$ cat config.mk
export PLATFORM = sky130hd
export DESIGN_NAME = dcf77_time_code_decoder_flat
export DESIGN_NICKNAME = d
export VERILOG_FILES = /design/src/rtl/dcf_pkg.sv /design/src/rtl/dcf_if.sv /design/src/rtl/dcf_window.sv /design/src/rtl/dcf_frame.sv /design/src/rtl/dcf77_time_code_decoder.sv /design/src/flat_wrapper.sv
export SDC_FILE = /design/constraint.sdc
export NUM_CORES = 1
export LEC_CHECK = 0
export BUFFER_PORTS_ARGS = -buffer_cell sky130_fd_sc_hd__buf_4
export CAP_MARGIN = 20
export CORE_ASPECT_RATIO = 0.5
export CORE_MARGIN = 5
export CORE_UTILIZATION = 42
export CTS_CLUSTER_DIAMETER = 60
export DETAILED_ROUTE_END_ITERATION = 7
export GPL_ROUTABILITY_DRIVEN = 1
export HOLD_SLACK_MARGIN = 0.15
export PLACE_DENSITY = 0.6
export SKIP_CTS_REPAIR_TIMING = 1
export SYNTH_ARGS = -nofsm -noshare
export SYNTH_HDL_FRONTEND = slang
export SYNTH_SLANG_ARGS = --single-unit
$ cat constraint.sdc
create_clock -name clk -period 12.18 [get_ports clk]
set_clock_uncertainty 0.1 [all_clocks]
set_input_delay 1.218 -clock clk [delete_from_list [all_inputs] [get_ports clk]]
set_output_delay 1.218 -clock clk [all_outputs]
set_load 0.01 [all_outputs]
$ cat src/rtl/dcf_pkg.sv
`timescale 1ns / 1ps
// ----------------------------------------------------------------------------
// dcf_pkg
// Shared types, constants and tables of the time code decoder.
// ----------------------------------------------------------------------------
package dcf_pkg;

	// register indexes of the configuration port
	typedef enum logic [2:0] {
		REG_TICKS_PER_SECOND = 3'd0,
		REG_ZERO_TICKS       = 3'd1,
		REG_ONE_TICKS        = 3'd2,
		REG_TICK_TOLERANCE   = 3'd3,
		REG_INVERT_INPUT     = 3'd4
	} cfg_reg_e;

	localparam logic [6:0] RST_TICKS_PER_SECOND = 7'd64;
	localparam logic [5:0] RST_ZERO_TICKS       = 6'd6;
	localparam logic [5:0] RST_ONE_TICKS        = 6'd12;
	localparam logic [3:0] RST_TICK_TOLERANCE   = 4'd1;

	localparam logic [7:0] TICK_MAX      = 8'hFF;
	localparam logic [5:0] FIRST_SECOND  = 6'd21;
	localparam logic [5:0] LAST_SECOND   = 6'd58;
	localparam logic [5:0] MINUTE_END    = 6'd59;
	localparam logic [5:0] SECOND_LIMIT  = 6'd60;

	localparam logic [3:0] ERR_NO_SIGNAL = 4'b0001;
	localparam logic [3:0] ERR_PARITY    = 4'b0010;
	localparam logic [3:0] ERR_PULSE     = 4'b0100;
	localparam logic [3:0] ERR_PERIOD    = 4'b1000;

	localparam int unsigned FIELD_COUNT = 6;

	// field slots: minute, hour, weekday, day, month, year
	localparam logic [2:0] FLD_MINUTE  = 3'd0;
	localparam logic [2:0] FLD_HOUR    = 3'd1;
	localparam logic [2:0] FLD_WEEKDAY = 3'd2;
	localparam logic [2:0] FLD_DAY     = 3'd3;
	localparam logic [2:0] FLD_MONTH   = 3'd4;
	localparam logic [2:0] FLD_YEAR    = 3'd5;

	typedef struct packed {
		logic [6:0] ticks_per_second;
		logic [5:0] zero_ticks;
		logic [5:0] one_ticks;
		logic [3:0] tick_tolerance;
		logic       invert_input;
	} cfg_t;

	typedef struct packed {
		logic       time_valid;
		logic [3:0] error_flags;
		logic [6:0] minute_value;
		logic [5:0] hour_value;
		logic [2:0] weekday_value;
		logic [5:0] day_value;
		logic [4:0] month_value;
		logic [7:0] year_value;
	} result_t;

	// window hits for the current tick count
	typedef struct packed {
		logic zero_hit;
		logic one_hit;
		logic mark_hit;
		logic period_bad;
	} win_t;

	// what one tick does to the frame state
	typedef struct packed {
		logic no_signal;
		logic rising;
		logic falling;
		win_t win;
	} event_t;

	typedef struct packed {
		logic       parity;
		logic [2:0] field;
		logic [2:0] weight;
	} slot_t;

	// bit position within the time code (second minus 21) to its slot
	function automatic slot_t slot_of(input logic [5:0] pos);
		slot_t s;
		s = '0;
		priority if (pos <= 6'd6) begin
			s.field  = FLD_MINUTE;
			s.weight = pos[2:0];
		end else if (pos == 6'd7) begin
			s.parity = 1'b1;
		end else if (pos <= 6'd13) begin
			s.field  = FLD_HOUR;
			s.weight = 3'(pos - 6'd8);
		end else if (pos == 6'd14) begin
			s.parity = 1'b1;
		end else if (pos <= 6'd20) begin
			s.field  = FLD_DAY;
			s.weight = 3'(pos - 6'd15);
		end else if (pos <= 6'd23) begin
			s.field  = FLD_WEEKDAY;
			s.weight = 3'(pos - 6'd21);
		end else if (pos <= 6'd28) begin
			s.field  = FLD_MONTH;
			s.weight = 3'(pos - 6'd24);
		end else if (pos <= 6'd36) begin
			s.field  = FLD_YEAR;
			s.weight = 3'(pos - 6'd29);
		end else begin
			s.parity = 1'b1;
		end
		return s;
	endfunction

	// bcd style weights 1 2 4 8 10 20 40 80
	function automatic logic [7:0] weight_of(input logic [2:0] w);
		logic [7:0] r;
		unique case (w)
			3'd0: r = 8'd1;
			3'd1: r = 8'd2;
			3'd2: r = 8'd4;
			3'd3: r = 8'd8;
			3'd4: r = 8'd10;
			3'd5: r = 8'd20;
			3'd6: r = 8'd40;
			3'd7: r = 8'd80;
			default: r = 8'd0;
		endcase
		return r;
	endfunction

endpackage

$ cat src/rtl/dcf_if.sv
`timescale 1ns / 1ps
// ----------------------------------------------------------------------------
// dcf interfaces
// Valid/ready channels for tick samples, decoded results and register writes.
// ----------------------------------------------------------------------------
interface dcf_tick_if;
	logic valid;
	logic ready;
	logic level;
	modport source (output valid, output level, input ready);
	modport sink (input valid, input level, output ready);
endinterface

interface dcf_result_if;
	logic             valid;
	logic             ready;
	dcf_pkg::result_t data;
	modport source (output valid, output data, input ready);
	modport sink (input valid, input data, output ready);
endinterface

interface dcf_cfg_if;
	logic       valid;
	logic       ready;
	logic [2:0] index;
	logic [6:0] value;
	modport source (output valid, output index, output value, input ready);
	modport sink (input valid, input index, input value, output ready);
endinterface

$ cat src/rtl/dcf_window.sv
`timescale 1ns / 1ps
// ----------------------------------------------------------------------------
// dcf_window
// Compares a tick count against the pulse and period windows.
// ----------------------------------------------------------------------------
module dcf_window (
	input  logic [7:0]    count,
	input  dcf_pkg::cfg_t cfg,
	output dcf_pkg::win_t win
);
	import dcf_pkg::*;

	typedef logic signed [10:0] sval_t;

	sval_t p, t, e, z, o;

	always_comb begin
		p = sval_t'({3'b000, count});
		t = sval_t'({4'b0000, cfg.ticks_per_second});
		e = sval_t'({7'b0000000, cfg.tick_tolerance});
		z = sval_t'({5'b00000, cfg.zero_ticks});
		o = sval_t'({5'b00000, cfg.one_ticks});

		win.zero_hit   = (p >= z - e) && (p <= z + e);
		win.one_hit    = (p >= o - e) && (p <= o + e);
		// two second gap before the minute mark
		win.mark_hit   = (p >= (t <<< 1) - (e <<< 1)) && (p <= (t <<< 1) + e);
		win.period_bad = (p < t - e - sval_t'(1)) || (p > t + e);
	end

endmodule

$ cat src/rtl/dcf_frame.sv
`timescale 1ns / 1ps
// ----------------------------------------------------------------------------
// dcf_frame
// Second counter, parity and error tracking, field assembly and held time.
// ----------------------------------------------------------------------------
module dcf_frame (
	input  logic             clk,
	input  logic             arst_n,
	input  logic             step,
	input  dcf_pkg::event_t  ev,
	output dcf_pkg::result_t res
);
	import dcf_pkg::*;

	logic [5:0] sidx_q, sidx_n, sidx_inc;
	logic       par_q, par_n, par_x;
	logic [3:0] err_q, err_n, err_ns;
	logic [7:0] asm_q [FIELD_COUNT];
	logic [7:0] asm_n [FIELD_COUNT];
	logic [7:0] held_q [FIELD_COUNT];
	logic [7:0] held_n [FIELD_COUNT];
	logic [7:0] base;
	logic       take, b, copy;
	slot_t      slot;

	always_comb begin
		err_ns = err_q | (ev.no_signal ? ERR_NO_SIGNAL : 4'b0000);
		err_n  = err_ns;
		sidx_n = sidx_q;
		par_n  = par_q;
		asm_n  = asm_q;
		held_n = held_q;
		copy   = 1'b0;
		take   = 1'b0;
		b      = ev.win.one_hit && !ev.win.zero_hit;
		slot   = slot_of(6'(sidx_q - FIRST_SECOND));
		par_x  = par_q ^ b;
		base   = (slot.weight == 3'd0) ? 8'd0 : asm_q[slot.field];
		sidx_inc = (sidx_q < SECOND_LIMIT) ? sidx_q + 6'd1 : sidx_q;

		if (ev.falling) begin
			if (ev.win.zero_hit || ev.win.one_hit) begin
				take = (sidx_q >= FIRST_SECOND) && (sidx_q <= LAST_SECOND);
			end else begin
				err_n = err_ns | ERR_PULSE;
			end
		end

		if (take) begin
			if (slot.parity) begin
				if (par_x) err_n = err_ns | ERR_PARITY;
				par_n = 1'b0;
			end else begin
				par_n = par_x;
				for (int k = 0; k < FIELD_COUNT; k++) begin
					if (3'(k) == slot.field) begin
						asm_n[k] = base + (b ? weight_of(slot.weight) : 8'd0);
					end
				end
			end
		end

		if (ev.rising) begin
			if (ev.win.mark_hit) begin
				copy   = (err_ns == 4'b0000) && (sidx_inc == MINUTE_END);
				if (copy) held_n = asm_q;
				sidx_n = '0;
				err_n  = '0;
			end else begin
				sidx_n = sidx_inc;
				if (ev.win.period_bad) err_n = err_ns | ERR_PERIOD;
			end
		end

		res.time_valid    = copy;
		res.error_flags   = err_ns;
		res.minute_value  = held_n[FLD_MINUTE][6:0];
		res.hour_value    = held_n[FLD_HOUR][5:0];
		res.weekday_value = held_n[FLD_WEEKDAY][2:0];
		res.day_value     = held_n[FLD_DAY][5:0];
		res.month_value   = held_n[FLD_MONTH][4:0];
		res.year_value    = held_n[FLD_YEAR];
	end

	always_ff @(posedge clk or negedge arst_n) begin
		if (!arst_n) begin
			sidx_q <= '0;
			par_q  <= 1'b0;
			err_q  <= '0;
			for (int k = 0; k < FIELD_COUNT; k++) begin
				asm_q[k]  <= '0;
				held_q[k] <= '0;
			end
		end else if (step) begin
			sidx_q <= sidx_n;
			par_q  <= par_n;
			err_q  <= err_n;
			asm_q  <= asm_n;
			held_q <= held_n;
		end
	end

endmodule

$ cat src/rtl/dcf77_time_code_decoder.sv
`timescale 1ns / 1ps
// ----------------------------------------------------------------------------
// dcf77_time_code_decoder
// Decodes the minute time code from one sampled receiver level per tick.
// ----------------------------------------------------------------------------
// One level sample is taken per beat on the tick channel; it lands in an
// input register and is processed from there when it advances (edge detect,
// pulse and period window compare, bit accumulation), so a new tick can be
// accepted every cycle unless a stall holds it. Only a minute mark produces
// a result beat; it goes into the output register as its tick advances.
// Tick ready drops only while a minute-mark tick waits in the input register
// behind a result beat that the sink has not yet taken. Register writes are
// always accepted and should only be issued while the block is idle.
// ----------------------------------------------------------------------------
module dcf77_time_code_decoder (
	input logic          clk,
	input logic          arst_n,
	dcf_tick_if.sink     tick,
	dcf_result_if.source result,
	dcf_cfg_if.sink      cfg
);
	import dcf_pkg::*;

	// configuration registers
	cfg_t cfg_q;

	// input register
	logic s1_valid_q;
	logic s1_level_q;

	// tick counter and edge detector state
	logic [7:0] tick_count_q;
	logic [7:0] tick_inc;
	logic       last_level_q;
	logic       lvl;
	logic       edge_seen;

	// output register
	logic    out_valid_q;
	result_t out_data_q;

	logic    adv;
	logic    mark;
	logic    out_free;
	win_t    win;
	event_t  ev;
	result_t res;

	assign cfg.ready = 1'b1;

	always_ff @(posedge clk or negedge arst_n) begin
		if (!arst_n) begin
			cfg_q.ticks_per_second <= RST_TICKS_PER_SECOND;
			cfg_q.zero_ticks       <= RST_ZERO_TICKS;
			cfg_q.one_ticks        <= RST_ONE_TICKS;
			cfg_q.tick_tolerance   <= RST_TICK_TOLERANCE;
			cfg_q.invert_input     <= 1'b0;
		end else if (cfg.valid) begin
			// writes beyond the register list are dropped
			unique case (cfg.index)
				REG_TICKS_PER_SECOND: cfg_q.ticks_per_second <= cfg.value;
				REG_ZERO_TICKS:       cfg_q.zero_ticks       <= cfg.value[5:0];
				REG_ONE_TICKS:        cfg_q.one_ticks        <= cfg.value[5:0];
				REG_TICK_TOLERANCE:   cfg_q.tick_tolerance   <= cfg.value[3:0];
				REG_INVERT_INPUT:     cfg_q.invert_input     <= cfg.value[0];
				default: ;
			endcase
		end
	end

	// tick count saturates, the saturated state flags a lost signal
	assign tick_inc  = (tick_count_q == TICK_MAX) ? TICK_MAX : tick_count_q + 8'd1;
	assign lvl       = s1_level_q ^ cfg_q.invert_input;
	assign edge_seen = lvl != last_level_q;

	dcf_window u_window (
		.count (tick_inc),
		.cfg   (cfg_q),
		.win   (win)
	);

	always_comb begin
		ev.no_signal = tick_count_q == TICK_MAX;
		ev.rising    = edge_seen && lvl;
		ev.falling   = edge_seen && !lvl;
		ev.win       = win;
	end

	// a minute mark needs room in the output register
	assign mark     = s1_valid_q && ev.rising && win.mark_hit;
	assign out_free = !out_valid_q || result.ready;
	assign adv      = s1_valid_q && (!mark || out_free);

	assign tick.ready = !s1_valid_q || adv;

	dcf_frame u_frame (
		.clk    (clk),
		.arst_n (arst_n),
		.step   (adv),
		.ev     (ev),
		.res    (res)
	);

	always_ff @(posedge clk or negedge arst_n) begin
		if (!arst_n) begin
			s1_valid_q   <= 1'b0;
			tick_count_q <= '0;
			last_level_q <= 1'b0;
			out_valid_q  <= 1'b0;
		end else begin
			if (tick.ready) s1_valid_q <= tick.valid;
			if (adv) begin
				last_level_q <= lvl;
				tick_count_q <= ev.rising ? 8'd0 : tick_inc;
			end
			if (adv && mark) begin
				out_valid_q <= 1'b1;
			end else if (result.ready) begin
				out_valid_q <= 1'b0;
			end
		end
	end

	// payload registers, no reset needed
	always_ff @(posedge clk) begin
		if (tick.valid && tick.ready) s1_level_q <= tick.level;
		if (adv && mark) out_data_q <= res;
	end

	assign result.valid = out_valid_q;
	assign result.data  = out_data_q;

	// a good minute never carries an error flag
	a_valid_no_err: assert property (@(posedge clk) disable iff (!arst_n)
		result.valid && result.data.time_valid |-> result.data.error_flags == 4'b0000)
		else $error("time_valid set with error flags");

	// the input side stalls only behind a pending result beat
	a_stall_cause: assert property (@(posedge clk) disable iff (!arst_n)
		!tick.ready |-> s1_valid_q && out_valid_q && mark)
		else $error("tick stalled without a blocked minute mark");

	// a saturated counter stays saturated until an edge
	a_tick_sat: assert property (@(posedge clk) disable iff (!arst_n)
		adv && tick_count_q == TICK_MAX && !edge_seen |=> tick_count_q == TICK_MAX)
		else $error("tick counter left saturation without an edge");

endmodule
$ cat src/flat_wrapper.sv
// flat-port wrapper written by rule: the top's interface ports become plain ports
module dcf77_time_code_decoder_flat import dcf_pkg::*;
  (clk, arst_n, tick_valid, tick_level, tick_ready, result_valid, result_data, result_ready, cfg_valid, cfg_index, cfg_value, cfg_ready);
  dcf_tick_if tick_i ();
  dcf_result_if result_i ();
  dcf_cfg_if cfg_i ();
  input logic clk;
  input logic arst_n;
  input wire logic [$bits(tick_i.valid)-1:0] tick_valid;
  input wire logic [$bits(tick_i.level)-1:0] tick_level;
  output wire logic [$bits(tick_i.ready)-1:0] tick_ready;
  output wire logic [$bits(result_i.valid)-1:0] result_valid;
  output wire logic [$bits(result_i.data)-1:0] result_data;
  input wire logic [$bits(result_i.ready)-1:0] result_ready;
  input wire logic [$bits(cfg_i.valid)-1:0] cfg_valid;
  input wire logic [$bits(cfg_i.index)-1:0] cfg_index;
  input wire logic [$bits(cfg_i.value)-1:0] cfg_value;
  output wire logic [$bits(cfg_i.ready)-1:0] cfg_ready;
  assign tick_i.valid = tick_valid;
  assign tick_i.level = tick_level;
  assign tick_ready = tick_i.ready;
  assign result_valid = result_i.valid;
  assign result_data = result_i.data;
  assign result_i.ready = result_ready;
  assign cfg_i.valid = cfg_valid;
  assign cfg_i.index = cfg_index;
  assign cfg_i.value = cfg_value;
  assign cfg_ready = cfg_i.ready;
  dcf77_time_code_decoder u_core (.clk(clk), .arst_n(arst_n), .tick(tick_i), .result(result_i), .cfg(cfg_i));
endmodule
==> flow_summary_export.csv, run 1 <==
group,metric,value,unit
sta,finalHoldViolations,0,
yosys,ys_seq_area_frac,0.381,
placed_design,hpwl,20400,um
sta,post-route-min-period,6.44,ns
yosys,synth_top_cell_by_area,"dfrtp_1",
drt,post_drt_wl_per_cell,18.9,um
setup_path,required,12.40,ns
layout,drive_gt1_frac,0.240,
sta,whs,0.402,ns
floorplanning,core-area,26600,sq um
floorplanning,start_util,0.430,
setup_path,startpoint_type,"flip-flop",
setup_path,critPathMaxStageDelay,0.63,ns
layout,final_cells,1476,
clock_tree,clk_pin_slew,0.07,ns
layout,multi_input_area,6690,sq um
grt,grt_max_degree,65,
power,p_leak,5.77,nW
yosys,synth_edf_count,41,
clock_tree,clock_path_buffers,2,
layout,nets,1240,
grt,grt_usage,0.183,
yosys,synth_ff_type,"dfrtp_1",
hold_path,worstHoldPathType,"reg -> reg",
sta,drv_slew,0,
layout,area_delta_synth_final,11.6,%
floorplanning,die_w,244,um
placed_design,portBuffers,57,
clock_tree,cts_made_buffers,17,
drt,via_per_inst,5.74,
power,pwr_density_cell,258,nW/um^2
placed_design,place_inst,1444,
setup_path,critical_path_arrival,6.67,ns
clock_tree,clkSinkCount,166,
placed_design,routabilityCongestion,0.882,
setup_path,cpMaxStageDelayCell,"a2111oi_0",
clock_tree,root_buffer,"clkbuf_16",
clock_tree,h-tree-depth,4,
layout,n_fill_cell,2430,
grt,globalRouteOverflowTotal,0,
drt,vias,8476,
drt,drc_errors,0,
sta,fmax,0.155,GHz
outcome,status,"complete, no violations",
layout,antennaDiodeCount,0,
setup_path,crit_path_end_kind,"flip-flop",
yosys,yosys.cell_types.count,93,
layout,register_area,4370,sq um
drt,dr.pass1.iters,5,
yosys,synthArstFlopShare,0.753,
drt,wl,27900,um
clock_tree,cts_tree,"built",
sta,rsz0062_at_grt,"false",
setup_path,worstSetupPathType,"reg -> reg",
sta,finalSetupViolCount,0,
yosys,syn_nets,1202,
yosys,synth_area,11500,sq um
grt,grt_pass1_wl,46000,um
drt,ant_nets,0,
yosys,synth_top_area_frac,0.260,
floorplanning,rows,42,
setup_path,path_max_fanout,9,
run,cap_violations,0,
yosys,ys_seq_elements,166,
grt,antenna_found_initial,0,
sta,worstMarginPinSlew,1.01,ns
floorplanning,die_h,127,um
yosys,synthCells,1073,
drt,drt-initial-drc-count,529,
clock_tree,clock_latency,0.44,ns
power,power.total,3.30,mW
floorplanning,io_pins,59,
sta,slew_headroom,0.328,
grt,grt_pass1_vias,8607,
yosys,syn_avg_cell_area,10.7,sq um
setup_path,crit_chain,"inv_1 > fa_1 > a21o_1 > a21oi_1 > nor3b_1 > inv_1 > ha_1 > a21o_1 > a21oi_1 > nor2_1 > a2111oi_0 > o41ai_2 > buf_4 > nand2b_1 > nor3_1 > ha_1 > a21o_1 > a21oi_1 > o21bai_1 > a21oi_1 > xnor2_1 > mux2_2",
yosys,yosys_warnings,0,
layout,post-route-util,0.480,
setup_path,cp_common_cell,"a21oi_1",
sta,fin_tns_setup,0,ns
floorplanning,dieArea,30900,sq um
yosys,synthTopCellsByArea,"dfrtp_1 26%, mux2_2 13%, ha_1 11%, edfxtp_1 11%, nor2_1 2.3%",
power,irDropWorstVdd,135,uV
sta,period_share,0.529,
metal layers:
| layer | global-route usage | vias to the layer above | part of all wire |
|---|---|---|---|
| met4 | 0.0421 | 0 | 0.012 |
| li1 | - | 4076 | - |
| met5 | 0 | - | 0 |
| met2 | 0.305 | 176 | 0.48 |
| met1 | 0.251 | 4200 | 0.47 |
| met3 | 0.0349 | 24 | 0.041 |
kinds of logic after synthesis:
| family | after synthesis | synth area share |
|---|---|---|
| other cells | 1 | 0.000327 |
| flops | 166 | 0.381 |
| buf+inv | 97 | 0.0360 |
| mux | 142 | 0.139 |
| xor+xnor | 51 | 0.0403 |
| compound gates | 258 | 0.167 |
| simple gates | 245 | 0.108 |
| fa+ha+maj | 113 | 0.129 |
critical path: cells and delay by family (launching register included):
kind	cells	cell delay, ns
compound gates	10	2.31
xor+xnor	1	0.23
fa+ha+maj	3	1.20
buf+inv	3	0.71
flops	1	0.56
mux	1	0.31
simple gates	4	0.88
sequential cells by signal, summed over array words and instances, names as in the netlist:
signal / cells
u_core.tick_count_q: 8
u_core.cfg_q: 24
u_core.u_frame.err_q: 4
u_core.u_frame.par_q: 1
u_core.last_level_q: 1
u_core.s1_level_q: 1
u_core.s1_valid_q: 1
u_core.u_frame.asm_q: 44
u_core.u_frame.held_q: 35
u_core.result.data: 40
u_core.u_frame.sidx_q: 6
u_core.result.valid: 1
power by group:
group | internal, mW | switching (mW)
clock network | 0.297 | 0.251
registers | 0.655 | 0.135
logic | 0.786 | 1.17
total | 1.74 | 1.56
path summary, 6_finish.rpt:
kind / from / end / slack (ns) / depth (start not counted)
min reg2reg: u_core.u_frame.held_q[42] / u_core.u_frame.held_q[42] / 0.40 / 1
max in group asynchronous: arst_n / u_core.u_frame.asm_q[32] / 9.82 / 2
max reg2reg: u_core.cfg_q[2] / u_core.u_frame.asm_q[37] / 5.74 / 22
min: u_core.u_frame.held_q[42] / u_core.u_frame.held_q[42] / 0.40 / 1
min in group asynchronous: arst_n / u_core.tick_count_q[0] / 0.79 / 1
max: u_core.cfg_q[2] / u_core.u_frame.asm_q[37] / 5.74 / 22
cells in the final DEF (no fill, tap or decap), types with 7 or more instances in the layout:
master | synthesis | routed
buf_4 | 3 | 67
a21oi_1 | 53 | 53
o22ai_1 | 13 | 13
nand4_1 | 14 | 14
a211o_1 | 7 | 7
nor3_1 | 13 | 13
o31ai_1 | 8 | 8
o221ai_1 | 7 | 7
a211oi_1 | 10 | 10
nor2_1 | 71 | 71
xor2_1 | 19 | 19
mux2_2 | 133 | 133
inv_1 | 49 | 48
nand2b_1 | 9 | 9
dfrtp_1 | 119 | 119
clkbuf_16 | 0 | 17
ha_1 | 105 | 105
edfxtp_1 | 41 | 41
a21o_1 | 14 | 14
o21a_1 | 10 | 10
xnor2_1 | 30 | 30
fa_1 | 8 | 8
mux2i_1 | 8 | 8
nor2b_1 | 19 | 19
nand3_1 | 28 | 28
nand2_1 | 49 | 49
o211ai_1 | 16 | 16
o21ai_0 | 36 | 36
o22a_1 | 8 | 8
metrics by stage:
stage,worst slack (ns),cell area (sq um)
after floorplan,6.60,11500
after global placement,6.11,12200
after detailed placement,5.89,12200
after CTS,5.82,12800
after global routing,5.14,12800
final,5.74,12800
cells in the mapped netlist (4+ instances only):
cell type,number
o21ai_0,36
mux2i_1,8
nand3b_1,4
a21o_1,14
o21a_1,10
dfrtp_1,119
nand3_1,28
nor2_1,71
fa_1,8
o21bai_1,6
xnor2_1,30
xor2_1,19
nor3_1,13
a211o_1,7
o31ai_1,8
and3_1,6
nor2b_1,19
o211ai_1,16
nand2b_1,9
nand2_1,49
buf_2,23
inv_1,49
and2_1,6
o22a_1,8
o22ai_1,13
o221ai_1,7
a21oi_1,53
nand4_1,14
a211oi_1,10
clkbuf_1,17
edfxtp_1,41
or2_2,6
mux2_2,133
o2bb2ai_1,5
ha_1,105
dfstp_2,6
final cells by class:
type                       count  area share
clock buffer                  18      0.0344
clock inverter                14      0.0128
inverter                      49      0.0144
multi-input combinational    810       0.523
sequential                   166       0.342
tap                          352      0.0345
timing repair buffer          67      0.0393
(Power assumes the default switching activity.)
==> inputs of run 2 (changes only) <==
--- a/config.mk
+++ b/config.mk
@@ -14,7 +14,7 @@
 export DETAILED_ROUTE_END_ITERATION = 7
 export GPL_ROUTABILITY_DRIVEN = 1
 export HOLD_SLACK_MARGIN = 0.15
-export PLACE_DENSITY = 0.6
+export PLACE_DENSITY = 0.62
 export SKIP_CTS_REPAIR_TIMING = 1
 export SYNTH_ARGS = -nofsm -noshare
 export SYNTH_HDL_FRONTEND = slang
==> constraint.sdc (replaced) <==
create_clock -name clk -period 5.2 [get_ports clk]
set_clock_uncertainty 0.1 [all_clocks]
set_input_delay 0.52 -clock clk [delete_from_list [all_inputs] [get_ports clk]]
set_output_delay 0.52 -clock clk [all_outputs]
set_load 0.01 [all_outputs]
==> run 2 against run 1 <==
  * Flip-flop and latch count unchanged
  * Sequential power up 120%
  * Non-clock buffer count up 38
  * Core utilization up 1.6 points
  * Combinational power rose to 2.7 times the previous value
  * Design area up 3.3%
  * Sequential share of layout area down 1.1 points
  * Count of clock-buffer cells in the layout up 3
  * Largest cell class unchanged
==> flow_summary_export.csv, run 2 (synthesis gave the netlist of run 1 again) <==
group,metric,value,unit
placed_design,place_inst,1480,
drt,dr.pass1.iters,5,
drt,drt-initial-drc-count,458,
layout,multi_input_area,6860,sq um
setup_path,worstSetupPathType,"reg -> reg",
layout,nets,1278,
setup_path,critical_path_arrival,5.19,ns
hold_path,worstHoldPathType,"in -> async",
clock_tree,cts_tree,"built",
run,cap_violations,0,
placed_design,place_ws,-0.0551,ns
floorplanning,start_util,0.430,
setup_path,rr_startpoint,"u_core.cfg_q[1]",
sta,whs,0.106,ns
floorplanning,rows,42,
setup_path,startpoint_type,"flip-flop",
placed_design,hpwl,21200,um
grt,grt_pass1_vias,8570,
power,pwr_density_cell,620,nW/um^2
power,irDropWorstVdd,351,uV
setup_path,endpoint,"u_core.u_frame.asm_q[30]",
sta,fmax,0.202,GHz
floorplanning,die_w,244,um
sta,worstMarginPinSlew,0.984,ns
grt,grt_max_degree,72,
layout,final_common_cell,"mux2_2",
setup_path,timing.rr.end,"u_core.u_frame.asm_q[30]",
grt,grt_pass1_wl,46300,um
layout,final_cells,1514,
layout,area_delta_synth_final,15.2,%
layout,drive_gt1_frac,0.287,
clock_tree,clkSinkCount,166,
sta,period_share,0.953,
layout,n_fill_cell,2368,
layout,largest_reg_flops,44,
outcome,status,"complete, no violations",
drt,ant_nets,0,
floorplanning,io_pins,59,
sta,fin_tns_setup,0,ns
drt,wl,28600,um
sta,timing.final.ws_setup,0.243,ns
setup_path,path_max_fanout,6,
placed_design,portBuffers,57,
sta,finalSetupViolCount,0,
placed_design,routabilityCongestion,0.892,
layout,post-route-util,0.495,
grt,globalRouteOverflowTotal,0,
setup_path,ff2ff_path_depth,24,
layout,mostFrequentLayoutCells,"133 x mux2_2, 119 x dfrtp_1, 103 x buf_4",
layout,register_area,4370,sq um
clock_tree,cts_made_buffers,17,
layout,top_register,"u_core.u_frame.asm_q",
clock_tree,clk_pin_slew,0.07,ns
sta,slew_headroom,0.344,
clock_tree,h-tree-depth,4,
drt,post_drt_wl_per_cell,18.9,um
clock_tree,clock_latency,0.45,ns
sta,finalHoldViolations,0,
setup_path,required,5.43,ns
clock_tree,clock_path_buffers,2,
setup_path,startpoint,"u_core.cfg_q[1]",
drt,vias,8601,
floorplanning,die_h,127,um
floorplanning,core-area,26600,sq um
layout,antennaDiodeCount,0,
drt,via_per_inst,5.68,
clock_tree,root_buffer,"clkbuf_16",
drt,drc_errors,0,
grt,antenna_found_initial,0,
grt,grt_usage,0.186,
sta,drv_slew,0,
floorplanning,dieArea,30900,sq um
power,p_leak,5.97,nW
setup_path,crit_path_end_kind,"flip-flop",
setup_path,regToRegSetupSlack,0.24,ns
sta,post-route-min-period,4.96,ns
==> run 2: layout make-up <==
class,count,share of cell area
inverters,49,0.0139
repair buffers,105,0.0616
clock buffers,21,0.0341
flip-flops and latches,166,0.331
clock inverters,11,0.00673
well taps,352,0.0334
multi-input cells,810,0.519
==> run 2: worst min-delay path by stage <==
stage,slack (ns),to,cells past startpoint,start
final,0.11,u_core.u_frame.held_q[19],1,arst_n
after global routing,0.16,u_core.s1_level_q,1,tick_level
after CTS,0.14,u_core.u_frame.held_q[19],1,arst_n
after detailed placement,0.39,u_core.u_frame.held_q[25],1,u_core.u_frame.held_q[25]
after global placement,0.38,u_core.u_frame.held_q[20],1,u_core.u_frame.held_q[20]
after floorplan,0.12,u_core.cfg_q[0],0,arst_n
==> run 2: per-stage QoR <==
| stage | instance area (sq um) | total power [mW] |
|---|---|---|
| floorplan | 11500 | 5.25 |
| global placement | 12500 | 6.70 |
| detailed placement | 12500 | 6.77 |
| CTS | 13000 | 8.00 |
| global route | 13200 | 8.79 |
| finish | 13200 | 8.19 |
==> run 2: worst max-delay path, cell delays in order (launching register included) <==
cell       delay (ns)
dfstp_2          0.55
ha_1             0.14
inv_1            0.06
fa_1             0.39
a21o_1           0.19
a21oi_2          0.17
nor3b_4          0.24
inv_2            0.10
ha_4             0.23
a21o_1           0.17
a21oi_1          0.19
nor2_1           0.11
a2111oi_4        0.29
o41ai_4          0.18
nand2b_4         0.12
nor2_1           0.06
ha_2             0.18
fa_2             0.36
a21oi_1          0.14
nor2_1           0.05
nor2_1           0.14
o21bai_1         0.09
a21oi_2          0.17
xnor2_2          0.13
mux2_2           0.29
==> run 2: layer usage <==
| metal | global-route usage | part of all wire | up-vias |
|---|---|---|---|
| li1 | - | - | 4140 |
| met4 | 0.0378 | 0.0086 | 0 |
| met5 | 0 | 0 | - |
| met3 | 0.0336 | 0.034 | 18 |
| met2 | 0.316 | 0.48 | 145 |
| met1 | 0.252 | 0.48 | 4298 |
==> run 2: where the power goes <==
group / total [mW] / internal (mW) / switching, mW
sequential: 1.77 / 1.54 / 0.234
clock: 1.20 / 0.632 / 0.564
combinational: 5.22 / 2.17 / 3.05
